`src/msd_pkg.sv`:
```
`timescale 1ns / 1ps

package msd_pkg;

    // Deframer phases
    localparam logic [1:0] PH_MAGIC   = 2'd0;
    localparam logic [1:0] PH_HEADER  = 2'd1;
    localparam logic [1:0] PH_PAYLOAD = 2'd2;

    // Request kinds on the input channel
    localparam logic CMD_BYTE = 1'b0;
    localparam logic CMD_TICK = 1'b1;

    // Result event codes
    localparam logic [2:0] EV_OK       = 3'd0;
    localparam logic [2:0] EV_DEVINFO  = 3'd1;
    localparam logic [2:0] EV_MEMREAD  = 3'd2;
    localparam logic [2:0] EV_BAD_LEN  = 3'd3;
    localparam logic [2:0] EV_SHORT    = 3'd4;
    localparam logic [2:0] EV_TOO_LONG = 3'd5;
    localparam logic [2:0] EV_UNKNOWN  = 3'd6;

    // Packet types
    localparam logic [7:0] TYPE_DEVINFO = 8'h01;
    localparam logic [7:0] TYPE_MEMREAD = 8'h02;

    localparam logic [31:0] SYNC_WORD = 32'hDEAD_BEEF;

    // Configuration register indexes and reset values
    localparam logic CFG_TIMEOUT = 1'b0;
    localparam logic CFG_BUFSIZE = 1'b1;
    localparam logic [15:0] TIMEOUT_RESET = 16'd100;
    localparam logic [15:0] BUFSIZE_RESET = 16'd5000;

    // Smallest payload that carries address and length
    localparam logic [15:0] MIN_READ_PAYLOAD = 16'd8;

    // One output record: a single result, or an "ok" beat followed by a dispatch
    typedef struct packed {
        logic        pair;
        logic [2:0]  ev;
        logic [7:0]  ptype;
        logic [31:0] addr;
        logic [15:0] len;
    } result_t;

endpackage

```
`src/magic_sync_packet_deframer_top.sv`:
```
`timescale 1ns / 1ps

// Channel   Direction  Handshake           Payload
// s_        in         s_valid / s_ready   s_cmd, s_rx_byte
// m_        out        m_valid / m_ready   m_event_res, m_packet_type, m_read_address,
//                                          m_read_length, m_last
// cfg_      in         cfg_we (no wait)    cfg_index, cfg_wdata
//
// One request per cycle enters the input register while s_ready is high and is deframed
// in a single pass into the result register. A request that completes a packet yields
// two result beats (ok, then dispatch), so the next productive request waits in the
// input register until the dispatch beat is taken. Requests that yield nothing never
// wait on the result side. Reset (aresetn, synchronous) clears the frame state and
// loads timeout 100 and buffer size 5000. A stalled m_ready backs up into s_ready.
module magic_sync_packet_deframer_top (
    input  logic        aclk,
    input  logic        aresetn,

    input  logic        s_valid,
    output logic        s_ready,
    input  logic        s_cmd,
    input  logic [7:0]  s_rx_byte,

    output logic        m_valid,
    input  logic        m_ready,
    output logic [2:0]  m_event_res,
    output logic [7:0]  m_packet_type,
    output logic [31:0] m_read_address,
    output logic [15:0] m_read_length,
    output logic        m_last,

    input  logic        cfg_we,
    input  logic        cfg_index,
    input  logic [15:0] cfg_wdata
);

    logic [15:0] timeout_reg;
    logic [15:0] bufsize_reg;

    logic        in_vld_reg;
    logic        in_cmd_reg;
    logic [7:0]  in_byte_reg;

    logic             has_result;
    logic             can_load;
    logic             advance;
    msd_pkg::result_t result;

    // Configuration registers: plain writes, no read-back
    always_ff @(posedge aclk) begin
        if (!aresetn) begin
            timeout_reg <= msd_pkg::TIMEOUT_RESET;
            bufsize_reg <= msd_pkg::BUFSIZE_RESET;
        end else if (cfg_we) begin
            unique case (cfg_index)
                msd_pkg::CFG_TIMEOUT: timeout_reg <= cfg_wdata;
                msd_pkg::CFG_BUFSIZE: bufsize_reg <= cfg_wdata;
            endcase
        end
    end

    // Advance the held request unless its results have nowhere to go
    assign advance = in_vld_reg && (!has_result || can_load);
    assign s_ready = !in_vld_reg || advance;

    always_ff @(posedge aclk) begin
        if (!aresetn) begin
            in_vld_reg <= 1'b0;
        end else if (s_ready) begin
            in_vld_reg <= s_valid;
        end
    end

    always_ff @(posedge aclk) begin
        if (s_valid && s_ready) begin
            in_cmd_reg  <= s_cmd;
            in_byte_reg <= s_rx_byte;
        end
    end

    msd_core u_core (
        .aclk        (aclk),
        .aresetn     (aresetn),
        .advance     (advance),
        .cmd         (in_cmd_reg),
        .rx_byte     (in_byte_reg),
        .timeout_ms  (timeout_reg),
        .buffer_size (bufsize_reg),
        .has_result  (has_result),
        .result      (result)
    );

    msd_out u_out (
        .aclk           (aclk),
        .aresetn        (aresetn),
        .load           (advance && has_result),
        .rec            (result),
        .can_load       (can_load),
        .m_valid        (m_valid),
        .m_ready        (m_ready),
        .m_event_res    (m_event_res),
        .m_packet_type  (m_packet_type),
        .m_read_address (m_read_address),
        .m_read_length  (m_read_length),
        .m_last         (m_last)
    );

endmodule

```
`src/msd_core.sv`:
```
`timescale 1ns / 1ps

module msd_core (
    input  logic             aclk,
    input  logic             aresetn,
    input  logic             advance,
    input  logic             cmd,
    input  logic [7:0]       rx_byte,
    input  logic [15:0]      timeout_ms,
    input  logic [15:0]      buffer_size,
    output logic             has_result,
    output msd_pkg::result_t result
);

    logic [1:0]  phase_reg,   phase_next;
    logic [15:0] pos_reg,     pos_next;
    logic [31:0] shift_reg,   shift_next;
    logic [7:0]  ftype_reg,   ftype_next;
    logic [15:0] plen_reg,    plen_next;
    logic [31:0] raddr_reg,   raddr_next;
    logic [31:0] rlen_reg,    rlen_next;
    logic [15:0] idle_reg,    idle_next;

    logic [15:0] idle_inc;
    logic [15:0] pos_inc;
    logic        finish;
    logic [16:0] rounded;
    logic [15:0] rd_len;

    always_comb begin
        phase_next = phase_reg;
        pos_next   = pos_reg;
        shift_next = shift_reg;
        ftype_next = ftype_reg;
        plen_next  = plen_reg;
        raddr_next = raddr_reg;
        rlen_next  = rlen_reg;
        idle_next  = idle_reg;
        finish     = 1'b0;
        has_result = 1'b0;
        result     = '0;
        idle_inc   = (idle_reg == 16'hFFFF) ? idle_reg : idle_reg + 16'd1;
        pos_inc    = pos_reg + 16'd1;
        rounded    = '0;
        rd_len     = '0;

        if (cmd == msd_pkg::CMD_TICK) begin
            if (idle_inc > timeout_ms) begin
                phase_next = msd_pkg::PH_MAGIC;
                pos_next   = '0;
                idle_next  = '0;
            end else begin
                idle_next = idle_inc;
            end
        end else begin
            idle_next = '0;
            unique case (phase_reg)
                msd_pkg::PH_HEADER: begin
                    unique case (pos_reg[1:0])
                        2'd0:    ftype_next = rx_byte;
                        2'd1:    plen_next  = {rx_byte, 8'h00};
                        default: plen_next  = {plen_reg[15:8], rx_byte};
                    endcase
                    if (pos_reg[1:0] == 2'd2) begin
                        pos_next = '0;
                        if (plen_next > buffer_size) begin
                            has_result   = 1'b1;
                            result.ev    = msd_pkg::EV_BAD_LEN;
                            result.ptype = ftype_reg;
                            phase_next   = msd_pkg::PH_MAGIC;
                        end else begin
                            raddr_next = '0;
                            rlen_next  = '0;
                            if (plen_next == 16'd0) begin
                                finish = 1'b1;
                            end else begin
                                phase_next = msd_pkg::PH_PAYLOAD;
                            end
                        end
                    end else begin
                        pos_next = pos_inc;
                    end
                end
                msd_pkg::PH_PAYLOAD: begin
                    // Keep only the first eight payload bytes, little-endian
                    if (pos_reg < 16'd4) begin
                        raddr_next[pos_reg[1:0]*8 +: 8] = rx_byte;
                    end else if (pos_reg < 16'd8) begin
                        rlen_next[pos_reg[1:0]*8 +: 8] = rx_byte;
                    end
                    pos_next = pos_inc;
                    if (pos_inc >= plen_reg) begin
                        finish = 1'b1;
                    end
                end
                default: begin
                    phase_next = msd_pkg::PH_MAGIC;
                    shift_next = {shift_reg[23:0], rx_byte};
                    pos_next   = {14'd0, pos_reg[1:0]} + 16'd1;
                    if (pos_reg[1:0] == 2'd3) begin
                        pos_next = '0;
                        if (shift_next == msd_pkg::SYNC_WORD) begin
                            phase_next = msd_pkg::PH_HEADER;
                        end
                    end
                end
            endcase
        end

        if (finish) begin
            phase_next   = msd_pkg::PH_MAGIC;
            pos_next     = '0;
            has_result   = 1'b1;
            result.pair  = 1'b1;
            result.ptype = ftype_next;
            if (ftype_next == msd_pkg::TYPE_DEVINFO) begin
                result.ev = msd_pkg::EV_DEVINFO;
            end else if (ftype_next == msd_pkg::TYPE_MEMREAD) begin
                if (plen_next < msd_pkg::MIN_READ_PAYLOAD) begin
                    result.ev = msd_pkg::EV_SHORT;
                end else if (rlen_next >= {16'd0, buffer_size}) begin
                    result.ev = msd_pkg::EV_TOO_LONG;
                end else begin
                    // Round up to a word multiple, clip to the buffer size
                    rounded = ({1'b0, rlen_next[15:0]} + 17'd3) & ~17'd3;
                    rd_len  = (rounded > {1'b0, buffer_size}) ? buffer_size : rounded[15:0];
                    result.ev   = msd_pkg::EV_MEMREAD;
                    result.addr = raddr_next;
                    result.len  = rd_len;
                end
            end else begin
                result.ev = msd_pkg::EV_UNKNOWN;
            end
        end
    end

    always_ff @(posedge aclk) begin
        if (!aresetn) begin
            phase_reg <= msd_pkg::PH_MAGIC;
            pos_reg   <= '0;
            shift_reg <= '0;
            ftype_reg <= '0;
            plen_reg  <= '0;
            raddr_reg <= '0;
            rlen_reg  <= '0;
            idle_reg  <= '0;
        end else if (advance) begin
            phase_reg <= phase_next;
            pos_reg   <= pos_next;
            shift_reg <= shift_next;
            ftype_reg <= ftype_next;
            plen_reg  <= plen_next;
            raddr_reg <= raddr_next;
            rlen_reg  <= rlen_next;
            idle_reg  <= idle_next;
        end
    end

endmodule

```
`src/msd_out.sv`:
```
`timescale 1ns / 1ps

module msd_out (
    input  logic             aclk,
    input  logic             aresetn,
    input  logic             load,
    input  msd_pkg::result_t rec,
    output logic             can_load,
    output logic             m_valid,
    input  logic             m_ready,
    output logic [2:0]       m_event_res,
    output logic [7:0]       m_packet_type,
    output logic [31:0]      m_read_address,
    output logic [15:0]      m_read_length,
    output logic             m_last
);

    msd_pkg::result_t rec_reg;
    logic             vld_reg;
    logic             first_reg;

    // Free once the final beat of the held record goes out
    assign can_load = !vld_reg || (m_ready && !first_reg);

    always_ff @(posedge aclk) begin
        if (!aresetn) begin
            vld_reg   <= 1'b0;
            first_reg <= 1'b0;
        end else if (load) begin
            vld_reg   <= 1'b1;
            first_reg <= rec.pair;
        end else if (vld_reg && m_ready) begin
            if (first_reg) begin
                first_reg <= 1'b0;
            end else begin
                vld_reg <= 1'b0;
            end
        end
    end

    always_ff @(posedge aclk) begin
        if (load) begin
            rec_reg <= rec;
        end
    end

    assign m_valid        = vld_reg;
    assign m_event_res    = first_reg ? msd_pkg::EV_OK : rec_reg.ev;
    assign m_packet_type  = rec_reg.ptype;
    assign m_read_address = first_reg ? 32'd0 : rec_reg.addr;
    assign m_read_length  = first_reg ? 16'd0 : rec_reg.len;
    assign m_last         = !first_reg;

endmodule

```
`config.mk`:
```
export PLATFORM = sky130hd
export DESIGN_NAME = magic_sync_packet_deframer_top
export DESIGN_NICKNAME = d
export VERILOG_FILES = /design/src/msd_pkg.sv /design/src/magic_sync_packet_deframer_top.sv /design/src/msd_core.sv /design/src/msd_out.sv
export SDC_FILE = /design/constraint.sdc
export NUM_CORES = 1
export LEC_CHECK = 0
export ABC_AREA = 0
export BUFFER_PORTS_ARGS = -buffer_cell sky130_fd_sc_hd__buf_4
export CAP_MARGIN = 20
export CORE_MARGIN = 8
export CORE_UTILIZATION = 60
export CTS_CLUSTER_DIAMETER = 80
export DETAILED_ROUTE_END_ITERATION = 12
export PLACE_DENSITY_LB_ADDON = 0.08
export SLEW_MARGIN = 10
export SYNTH_ARGS = -nofsm -noshare
export SYNTH_HDL_FRONTEND = slang
export SYNTH_HIERARCHICAL = 1
export SYNTH_SLANG_ARGS = --single-unit
```
`constraint.sdc`:
```
create_clock -name aclk -period 16.75 [get_ports aclk]
set_input_delay 0.8375 -clock aclk [delete_from_list [all_inputs] [get_ports aclk]]
set_output_delay 0.8375 -clock aclk [all_outputs]
set_load 0.02 [all_outputs]
```
==> reports/qor.csv, run 1 <==
metric;value;unit
holdBufCountCts;0;
seq_area_frac_synth;39.4;%
fin_setup_tns;0;ps
avgSynthCellArea;8.68;um2
antenna_cells;0;
finalHoldViolations;0;
synth-xor-area-share;2.13;%
fin_crit_sh;45.5;%
netlist_area;14400;um2
p_total;1.34;mW
fin_crit;7620;ps
ant_nets;0;
async_flop_share;0;%
drive_above_1_share;11.6;%
drv_cap;0;
die_area;29200;um2
postCtsSetupRepairBufs;0;
start_util;61.3;%
relSlewSlack;30.4;%
drt_iter0_drc;1193;
synthFlopType;dfxtp_1;
status;finished clean;
synth_mux_area_share;2.72;%
synthToLayoutAreaGrowth;10.5;%
cts-root-buf;clkbuf_16;
worst_pin_slew;1040;ps
largest_reg_flops;51;
synth_top_family_by_area;simple AND/OR/NAND/NOR gates;
synth.largest_area_cell;dfxtp_1;
cts_buffer_depth;3;
worstPathArrival;8030;ps
coreArea;23500;um2
place_congestion;0.928;
portBuffers;92;
cts_resized;0;
rsz0062_at_grt;no;
ys_types;90;
crit_path_max_fanout;44;
synth_area_leaders;dfxtp_1, edfxtp_1, ha_1;
hp-class;flop to flop;
viasPerCell;6.05;
grt_pass1_vias;11200;
synthAdderAreaFrac;7.65;%
synth_seq_cells;249;
synth_fp_nets;1777;
cts_tree;built;
routedWlPerCell;18.3;um
io_pins;93;
ys.warnings.count;6;
synthSimpleGateAreaFrac;23.0;%
die_y;171;um
dieWidth;171;um
fillers;1973;
path_class;flop to flop;
path_clk_slew;60;ps
clkLatencyLatePin;540;ps
grt_usage;24.6;%
routed_wl;36900;um
synth_top_area_share;25.2;%
dp_hpwl;25700;um
first_pass_iters;6;
synth_compound_area_share;18.6;%
syn_inst;1658;
routed-via-count;12200;
fin_worst_skew;21.2;ps
startpoint_type;flop;
synth_edf_count;68;
grt-ovfl-total;0;
peakVddDrop;0.0996;mV
required;17150;ps
drc_errors;0;
power.static_leakage;6.62;nW
fin_nets;1799;
clock_sinks;249;
cts_buffers;26;
antenna_found_initial;0;
grt_max_degree;96;
cp-end-kind;flop;
drv_slew;0;
num_rows;56;
htreeDepth;1;
p_per_area;84.0;nW/um2
grt_first_pass_wirelength;58300;um
max_freq;131;MHz
finalSetupViolations;0;
synthesized netlist by cell type, types with 11 or more instances:
| master | count |
|---|---|
| nand2_1 | 177 |
| a22oi_1 | 105 |
| buf_6 | 11 |
| a21o_1 | 21 |
| clkbuf_1 | 71 |
| a21oi_1 | 93 |
| nor4_1 | 11 |
| xnor2_1 | 19 |
| nor3_1 | 21 |
| and2_1 | 11 |
| xor2_1 | 16 |
| nor2b_1 | 62 |
| nand4_1 | 27 |
| and3_1 | 20 |
| a22o_1 | 18 |
| edfxtp_1 | 68 |
| nand3b_1 | 13 |
| nor2_1 | 209 |
| ha_1 | 88 |
| inv_1 | 93 |
| o21ai_0 | 32 |
| a211oi_1 | 27 |
| buf_2 | 13 |
| dfxtp_1 | 181 |
| nand3_1 | 42 |
| mux2i_1 | 38 |
per-stage QoR:
| step | hold WS, ps | setup slack [ps] | area, um2 | util, % | std cells |
|---|---|---|---|---|---|
| 6_report | 451 | 9130 | 15900 | 67.7 | 2017 |
| 5_1_grt | 463 | 8570 | 15900 | 67.7 | 2017 |
| 4_1_cts | 453 | 9170 | 15900 | 67.7 | 2016 |
| 3_5_place_dp | 445 | 9230 | 15000 | 64.0 | 1970 |
| 3_3_place_gp | 439 | 9470 | 15000 | 64.0 | 1970 |
| 2_1_floorplan | 431 | 10900 | 14400 | - | 1658 |
routing by layer:
metal / share of wire [%] / vias to the layer above / routed length [um] / GRT usage (%)
met2: 45 / 459 / 16600 / 39.3
met4: 2.5 / 0 / 936 / 7.15
met3: 8.9 / 74 / 3290 / 3.92
li1: - / 5942 / - / -
met1: 44 / 5735 / 16100 / 33.9
met5: 0 / - / 0 / 0
worst max-delay path, cell delays in order, from the launching register on:
cell and delay, ps:
dfxtp_1 560, inv_1 170, ha_1 360, nor2_1 630, nor2_1 100, a21oi_1 240
inv_1 70, ha_1 290, nor2b_1 130, o211ai_1 190, a2111oi_2 120, or4_4 490
a211o_1 450, a22oi_1 300, inv_1 140, ha_1 330, a21oi_1 160, nand2_1 70
a2111o_1 420, a211oi_1 210, o211ai_1 160, nor3_2 230, nand3_2 800, a311oi_2 650
a22o_1 200
cells in the final DEF, fill, tap and decap left out, types with 42 or more instances in the layout:
cell type  count
nand3_1       42
nor2_1       209
buf_4        106
a21oi_1       93
dfxtp_1      180
inv_1         93
nor2b_1       61
a22oi_1      105
ha_1          88
edfxtp_1      68
nand2_1      177
worst paths after layout:
| kind | start | endpoint | slack [ps] | cells past startpoint |
|---|---|---|---|---|
| max reg2reg | u_core/pos_reg[0]$_SDFFE_PN0P_ | u_out/rec_reg[11]$_DFFE_PP_ | 9130 | 24 |
| min | u_core/shift_reg[16]$_SDFFE_PN0P_ | u_core/shift_reg[16]$_SDFFE_PN0P_ | 450 | 2 |
| max | u_core/pos_reg[0]$_SDFFE_PN0P_ | u_out/rec_reg[11]$_DFFE_PP_ | 9130 | 24 |
| min reg2reg | u_core/shift_reg[16]$_SDFFE_PN0P_ | u_core/shift_reg[16]$_SDFFE_PN0P_ | 450 | 2 |
cell families after synthesis:
logic type | Yosys count
adders and majority gates | 88
buffers and inverters | 207
and+or+nand+nor | 660
xor gates and xnor gates | 35
muxes | 39
DFF | 249
AOI/OAI and AO/OA | 380
where the power goes:
group	internal [mW]	switching [mW]
clock	0.361	0.232
combinational	0.0367	0.0731
sequential	0.625	0.00775
total	1.02	0.313
area by class of cell:
cell class	count	area (um2)	area share [%]
multi-input combinational	1202	7800	49.1
timing repair buffer	106	796	5.01
clock buffer	38	767	4.82
tap	319	399	2.51
inverter	95	359	2.26
clock inverter	8	113	0.708
sequential	249	5670	35.6
Power figures use the tool's default switching activity.
==> run 2: changes to the inputs <==
==> constraint.sdc (replaced) <==
create_clock -name aclk -period 7.3 [get_ports aclk]
set_input_delay 0.365 -clock aclk [delete_from_list [all_inputs] [get_ports aclk]]
set_output_delay 0.365 -clock aclk [all_outputs]
set_load 0.02 [all_outputs]
==> reports/qor.csv, run 2 (synthesis gave the netlist of run 1 again) <==
metric;value;unit;change
rsz0062_at_grt;no;;
stdcell_count;2039;;+1.1%
path_class;flop to flop;;
dpl_worst_slack;506;ps;-8720 ps
max_freq;148;MHz;+13%
grt_usage;24.9;%;+0.29 points
relSlewSlack;29.0;%;-1.3 points
grt_max_degree;99;;+3.1%
fillers;1958;;-0.76%
crit_path_cell_trace;inv_1 > ha_1 > o21bai_1 > a22oi_1 > inv_1 > ha_1 > and3_1 > o21ai_1 > nand3_1 > or4_4 > a211o_1 > a22oi_1 > inv_1 > ha_1 > a21oi_1 > nand2_1 > a2111o_1 > a211oi_1 > o211ai_1 > nor3_2 > nand3_4 > a311oi_2 > a22o_1;;
worstPathArrival;7160;ps;-870 ps
final_common_cell;nor2_1;;
worst_pin_slew;1060;ps;+20.2 ps
grt-ovfl-total;0;;unchanged
setup_ws;544;ps;-8580 ps
hold_depth;1;;-1
cpMaxStageDelayCell;or4_4;;
viasPerCell;6.04;;-0.23%
htreeDepth;1;;unchanged
hp-class;input pin to flop;;
cp.buffers_inverters;3;;unchanged
place_inst;1981;;+0.56%
required;7700;ps;-9450 ps
portBuffers;92;;unchanged
crit_family;compound AO/OA/AOI/OAI gates;;
grt_pass1_vias;11400;;+1.4%
timing.rr.start;u_core/pos_reg[1]$_SDFFE_PN0P_;;
p_per_area;185;nW/um2;+120%
cp-end-kind;flop;;
final_cell_mix;nor2_1, dfxtp_1, nand2_1;;
num_rows;56;;unchanged
antenna_cells;0;;unchanged
critical-path-max-stage-delay;590;ps;-210 ps
fin_crit;6760;ps;-866 ps
postCtsSetupRepairBufs;0;;unchanged
dp_hpwl;26500;um;+2.9%
place_congestion;0.933;;+0.55%
cts_tree;built;;
routed-via-count;12300;;+0.86%
routedWlPerCell;18.3;um;-0.23%
cts-root-buf;clkbuf_16;;
clock_sinks;249;;unchanged
finalSetupViolations;0;;unchanged
fin_setup_tns;0;ps;unchanged
drv_slew;0;;unchanged
coreArea;23500;um2;unchanged
multi_input_area;7810;um2;about the same
fin_worst_skew;21.7;ps;+0.535 ps
path_clk_slew;60;ps;about the same
clkLatencyLatePin;550;ps;about the same
p_total;2.96;mW;+120%
holdPathEnd;in_byte_reg[2]$_DFFE_PP_;;
grt_first_pass_wirelength;59200;um;+1.5%
status;finished clean;;
largest_reg_flops;51;;unchanged
fin_nets;1818;;+1.1%
die_y;171;um;unchanged
antenna_found_initial;0;;unchanged
reg2reg_depth;23;;-4.2%
cts_buffer_depth;3;;unchanged
cts_buffers;27;;+3.8%
seqCellArea;5670;um2;about the same
dieWidth;171;um;unchanged
rrSetupSlack;540;ps;-8580 ps
finalHoldViolations;0;;unchanged
die_area;29200;um2;unchanged
r2r-end;u_out/rec_reg[6]$_DFFE_PP_;;
final_util;68.1;%;+0.36 points
synthToLayoutAreaGrowth;11.1;%;
place_area;15100;um2;+0.55%
startpoint_type;flop;;
drive_above_1_share;11.9;%;+0.26 points
drt_iter0_drc;1179;;-1.2%
drc_errors;0;;unchanged
min_from;s_rx_byte[2];;
routed_wl;37200;um;+0.86%
peakVddDrop;0.186;mV;+87%
final_cell_area;16000;um2;+0.54%
hold_ws;33.6;ps;-417 ps
crit_path_max_fanout;16;;-64%
start_util;61.3;%;unchanged
power.static_leakage;6.66;nW;+0.57%
fin_crit_sh;92.6;%;+47 points
first_pass_iters;7;;+1
io_pins;93;;unchanged
ant_nets;0;;unchanged
drv_cap;0;;unchanged
==> run 2: changes by cell type in the layout (fill, tap and decap cells not counted) <==
cell	change
dfxtp_2	+1
bufinv_16	-3
nand3_2	-1
clkbuf_16	+1
buf_4	+10
inv_6	+2
dlygate4sd3_1	+8
dfxtp_1	-1
clkinv_1	+1
clkinvlp_4	+1
nand3_4	+1
clkbuf_1	+7
clkbuf_8	-5
==> run 2: what timing repair did <==
item,CTS,global route
hold endpoints to repair,8,0
hold buffers,8,0
setup endpoints to repair,0,38
gates resized for setup,0,2
==> run 2: cell type report <==
class / count / area share (%)
tap: 319 / 2.50
inverter: 95 / 2.25
timing repair buffer: 124 / 5.95
clock buffer: 41 / 4.69
clock inverter: 9 / 0.321
multi-input combinational: 1202 / 48.8
sequential: 249 / 35.5
==> run 2: worst reg2reg max path: stages (launching register included) <==
cell and delay, ps:
dfxtp_1 460, inv_1 120, ha_1 400, o21bai_1 540, a22oi_1 210, inv_1 130, ha_1 260, and3_1 180
o21ai_1 190, nand3_1 130, or4_4 590, a211o_1 460, a22oi_1 360, inv_1 140, ha_1 330, a21oi_1 160
nand2_1 60, a2111o_1 410, a211oi_1 180, o211ai_1 130, nor3_2 310, nand3_4 280, a311oi_2 400, a22o_1 180
==> run 2: metal layers <==
layer / share of wire, % / track usage (%)
met5: 0 / 0
met4: 2.8 / 7.79
met3: 8.2 / 3.32
met2: 45 / 40.0
met1: 44 / 34.3
==> run 2: where the power goes <==
part	leakage (nW)	switching (mW)	internal [mW]	total [mW]
Combinational	4.03	0.160	0.0896	0.250
Clock	0.386	0.543	0.708	1.25
Sequential	2.24	0.0269	1.43	1.46
==> run 2: worst max-delay path by stage <==
stage | startpoint | endpoint | slack, ps | depth (start not counted)
6_report | u_core/pos_reg[1]$_SDFFE_PN0P_ | u_out/rec_reg[6]$_DFFE_PP_ | 540 | 23
5_1_grt | u_core/pos_reg[1]$_SDFFE_PN0P_ | u_out/rec_reg[11]$_DFFE_PP_ | 90 | 23
2_1_floorplan | u_core/pos_reg[0]$_SDFFE_PN0P_ | u_out/rec_reg[10]$_DFFE_PP_ | 1450 | 27
3_3_place_gp | u_core/pos_reg[0]$_SDFFE_PN0P_ | u_out/rec_reg[11]$_DFFE_PP_ | 840 | 23
3_5_place_dp | u_core/pos_reg[0]$_SDFFE_PN0P_ | u_out/rec_reg[11]$_DFFE_PP_ | 510 | 23
4_1_cts | u_core/pos_reg[0]$_SDFFE_PN0P_ | u_out/rec_reg[11]$_DFFE_PP_ | 460 | 23
==> run 3: changes to the inputs <==
==> constraint.sdc (replaced) <==
create_clock -name aclk -period 7.3 [get_ports aclk]
set_input_delay 1.46 -clock aclk [delete_from_list [all_inputs] [get_ports aclk]]
set_output_delay 1.46 -clock aclk [all_outputs]
set_load 0.02 [all_outputs]
==> reports/qor.csv, run 3 (synthesis gave the netlist of run 1 again) <==
metric;value;unit;change
num_rows;56;;unchanged
final_common_cell;nor2_1;;
crit_path_max_fanout;16;;unchanged
drv_cap;0;;unchanged
p_total;3.10;mW;+4.8%
netSwitchingFraction;24.0;%;-0.69 points
cp-end-kind;flop;;
drt_iter0_drc;1148;;-2.6%
crit_path_cell_trace;ha_1 > o21bai_1 > a22oi_1 > inv_1 > ha_1 > a21oi_1 > or3_1 > nand3_1 > or4_4 > a211o_1 > a22oi_1 > inv_1 > ha_1 > a21oi_1 > nand2_1 > a2111o_1 > a211oi_1 > o211ai_1 > nor3_2 > nand3_2 > a311oi_2 > a22o_1;;
fin_setup_tns;0;ps;unchanged
worst_pin_slew;1030;ps;-32.2 ps
crit_start;u_core/pos_reg[0]$_SDFFE_PN0P_;;
internal_power;2.36;mW;+5.7%
fin_nets;1810;;-0.44%
rsz0062_at_grt;no;;
synthToLayoutAreaGrowth;11.4;%;
cp.buffers_inverters;2;;-1
htreeDepth;1;;unchanged
combPwrFrac;8.3;%;about the same
grt_first_pass_wirelength;59700;um;+0.78%
routedWlPerCell;18.5;um;+1.2%
final_cell_mix;nor2_1, dfxtp_1, nand2_1;;
routed_wl;37600;um;+0.87%
critical-path-max-stage-delay;650;ps;+60 ps
power.static_leakage;6.70;nW;+0.56%
final_util;68.2;%;+0.15 points
first_pass_iters;5;;-2
routed-via-count;12300;;-0.47%
cts_tree;built;;
place_congestion;0.941;;+0.81%
peakVddDrop;0.212;mV;+14%
status;finished clean;;
relSlewSlack;30.9;%;+1.8 points
io_pins;93;;unchanged
dieWidth;171;um;unchanged
grt_pass1_vias;11500;;+0.85%
finalSetupViolations;0;;unchanged
drive_above_1_share;12.7;%;+0.87 points
dp_hpwl;26200;um;-1.1%
fin_crit_sh;94.6;%;+2.1 points
start_util;61.3;%;unchanged
die_area;29200;um2;unchanged
fin_worst_skew;10.5;ps;-11.2 ps
min_from;u_core/shift_reg[20]$_SDFFE_PN0P_;;
grt-ovfl-total;0;;unchanged
cts_buffer_depth;3;;unchanged
largest_reg_flops;51;;unchanged
drc_errors;0;;unchanged
drv_slew;0;;unchanged
cpMaxStageDelayCell;ha_1;;
clkLatencyLatePin;540;ps;about the same
max_freq;145;MHz;-2.2%
ant_nets;0;;unchanged
holdBufCountCts;0;;-8
pwr-share-seq;46.8;%;-2.5 points
timing.critical_path.mode_cell;ha_1;;
required;7700;ps;about the same
grt_max_degree;74;;-25%
startpoint_type;flop;;
cts-root-buf;clkbuf_16;;
cts_buffers;27;;unchanged
viasPerCell;6.03;;-0.13%
crit_family;compound AO/OA/AOI/OAI gates;;
antenna_found_initial;0;;unchanged
clock_sinks;249;;unchanged
pwr-share-clk;44.9;%;+2.7 points
timing.rr.start;u_core/pos_reg[0]$_SDFFE_PN0P_;;
hp-class;flop to flop;;
fin_crit;6910;ps;+151 ps
finalHoldViolations;0;;unchanged
coreArea;23500;um2;unchanged
p_per_area;194;nW/um2;+4.5%
path_class;flop to flop;;
die_y;171;um;unchanged
grt_usage;25.1;%;+0.20 points
path_clk_slew;60;ps;about the same
p_switching;0.743;mW;+1.8%
worstPathArrival;7310;ps;+150 ps
portBuffers;92;;unchanged
## run 3: final timing paths
| kind | endpoint | depth (start not counted) | slack (ps) |
|---|---|---|---|
| worst max register to register | u_out/rec_reg[11]$_DFFE_PP_ | 22 | 390 |
| worst max-delay path | u_out/rec_reg[11]$_DFFE_PP_ | 22 | 390 |
| worst min register to register | u_core/shift_reg[20]$_SDFFE_PN0P_ | 2 | 460 |
| worst min-delay path | u_core/shift_reg[20]$_SDFFE_PN0P_ | 2 | 460 |
## run 3: worst reg2reg max path: stages, from the launching register on
cell	delay (ps)
dfxtp_1	550
ha_1	650
o21bai_1	330
a22oi_1	400
inv_1	110
ha_1	320
a21oi_1	160
or3_1	150
nand3_1	90
or4_4	590
a211o_1	450
a22oi_1	330
inv_1	130
ha_1	330
a21oi_1	160
nand2_1	70
a2111o_1	410
a211oi_1	180
o211ai_1	130
nor3_2	240
nand3_2	370
a311oi_2	450
a22o_1	180
## run 3: area by class of cell
type	count	area, um2
fill	1913	7450
sequential	249	5670
tap	319	399
clock buffer	35	759
multi-input combinational	1202	7800
inverter	95	359
antenna	1	2.50
clock inverter	15	160
timing repair buffer	116	871
## run 3: power groups by stage
stage / sequential, mW / clock, mW / combinational [mW]
floorplan: 1.48 / 0 / 0.175
global placement: 1.48 / 0 / 0.244
detailed placement: 1.48 / 0 / 0.249
CTS: 1.45 / 1.42 / 0.251
global route: 1.45 / 1.48 / 0.277
finish: 1.45 / 1.39 / 0.256
## run 3: what timing repair did
action,in CTS,in global routing
setup endpoints to repair,0,39
setup buffers,0,0
gates resized for setup,0,1
endpoints found under the hold margin,0,0
## run 3: metal layers
metal	share of wire [%]	GRT usage, %	vias up
met5	0	0	-
met4	2.7	8.66	0
met3	8.4	4.68	80
met2	45	40.0	483
met1	44	33.7	5738
li1	-	-	5956
## run 3: through the flow
stage / cells / cell area [um2] / hold WS (ps) / setup slack [ps]
floorplan: 1658 / 14400 / 431 / 1450
global placement: 1981 / 15100 / 439 / 731
detailed placement: 1981 / 15100 / 446 / 434
CTS: 2031 / 16000 / 455 / 419
global route: 2031 / 16000 / 476 / 8.53
finish: 2032 / 16000 / 456 / 393
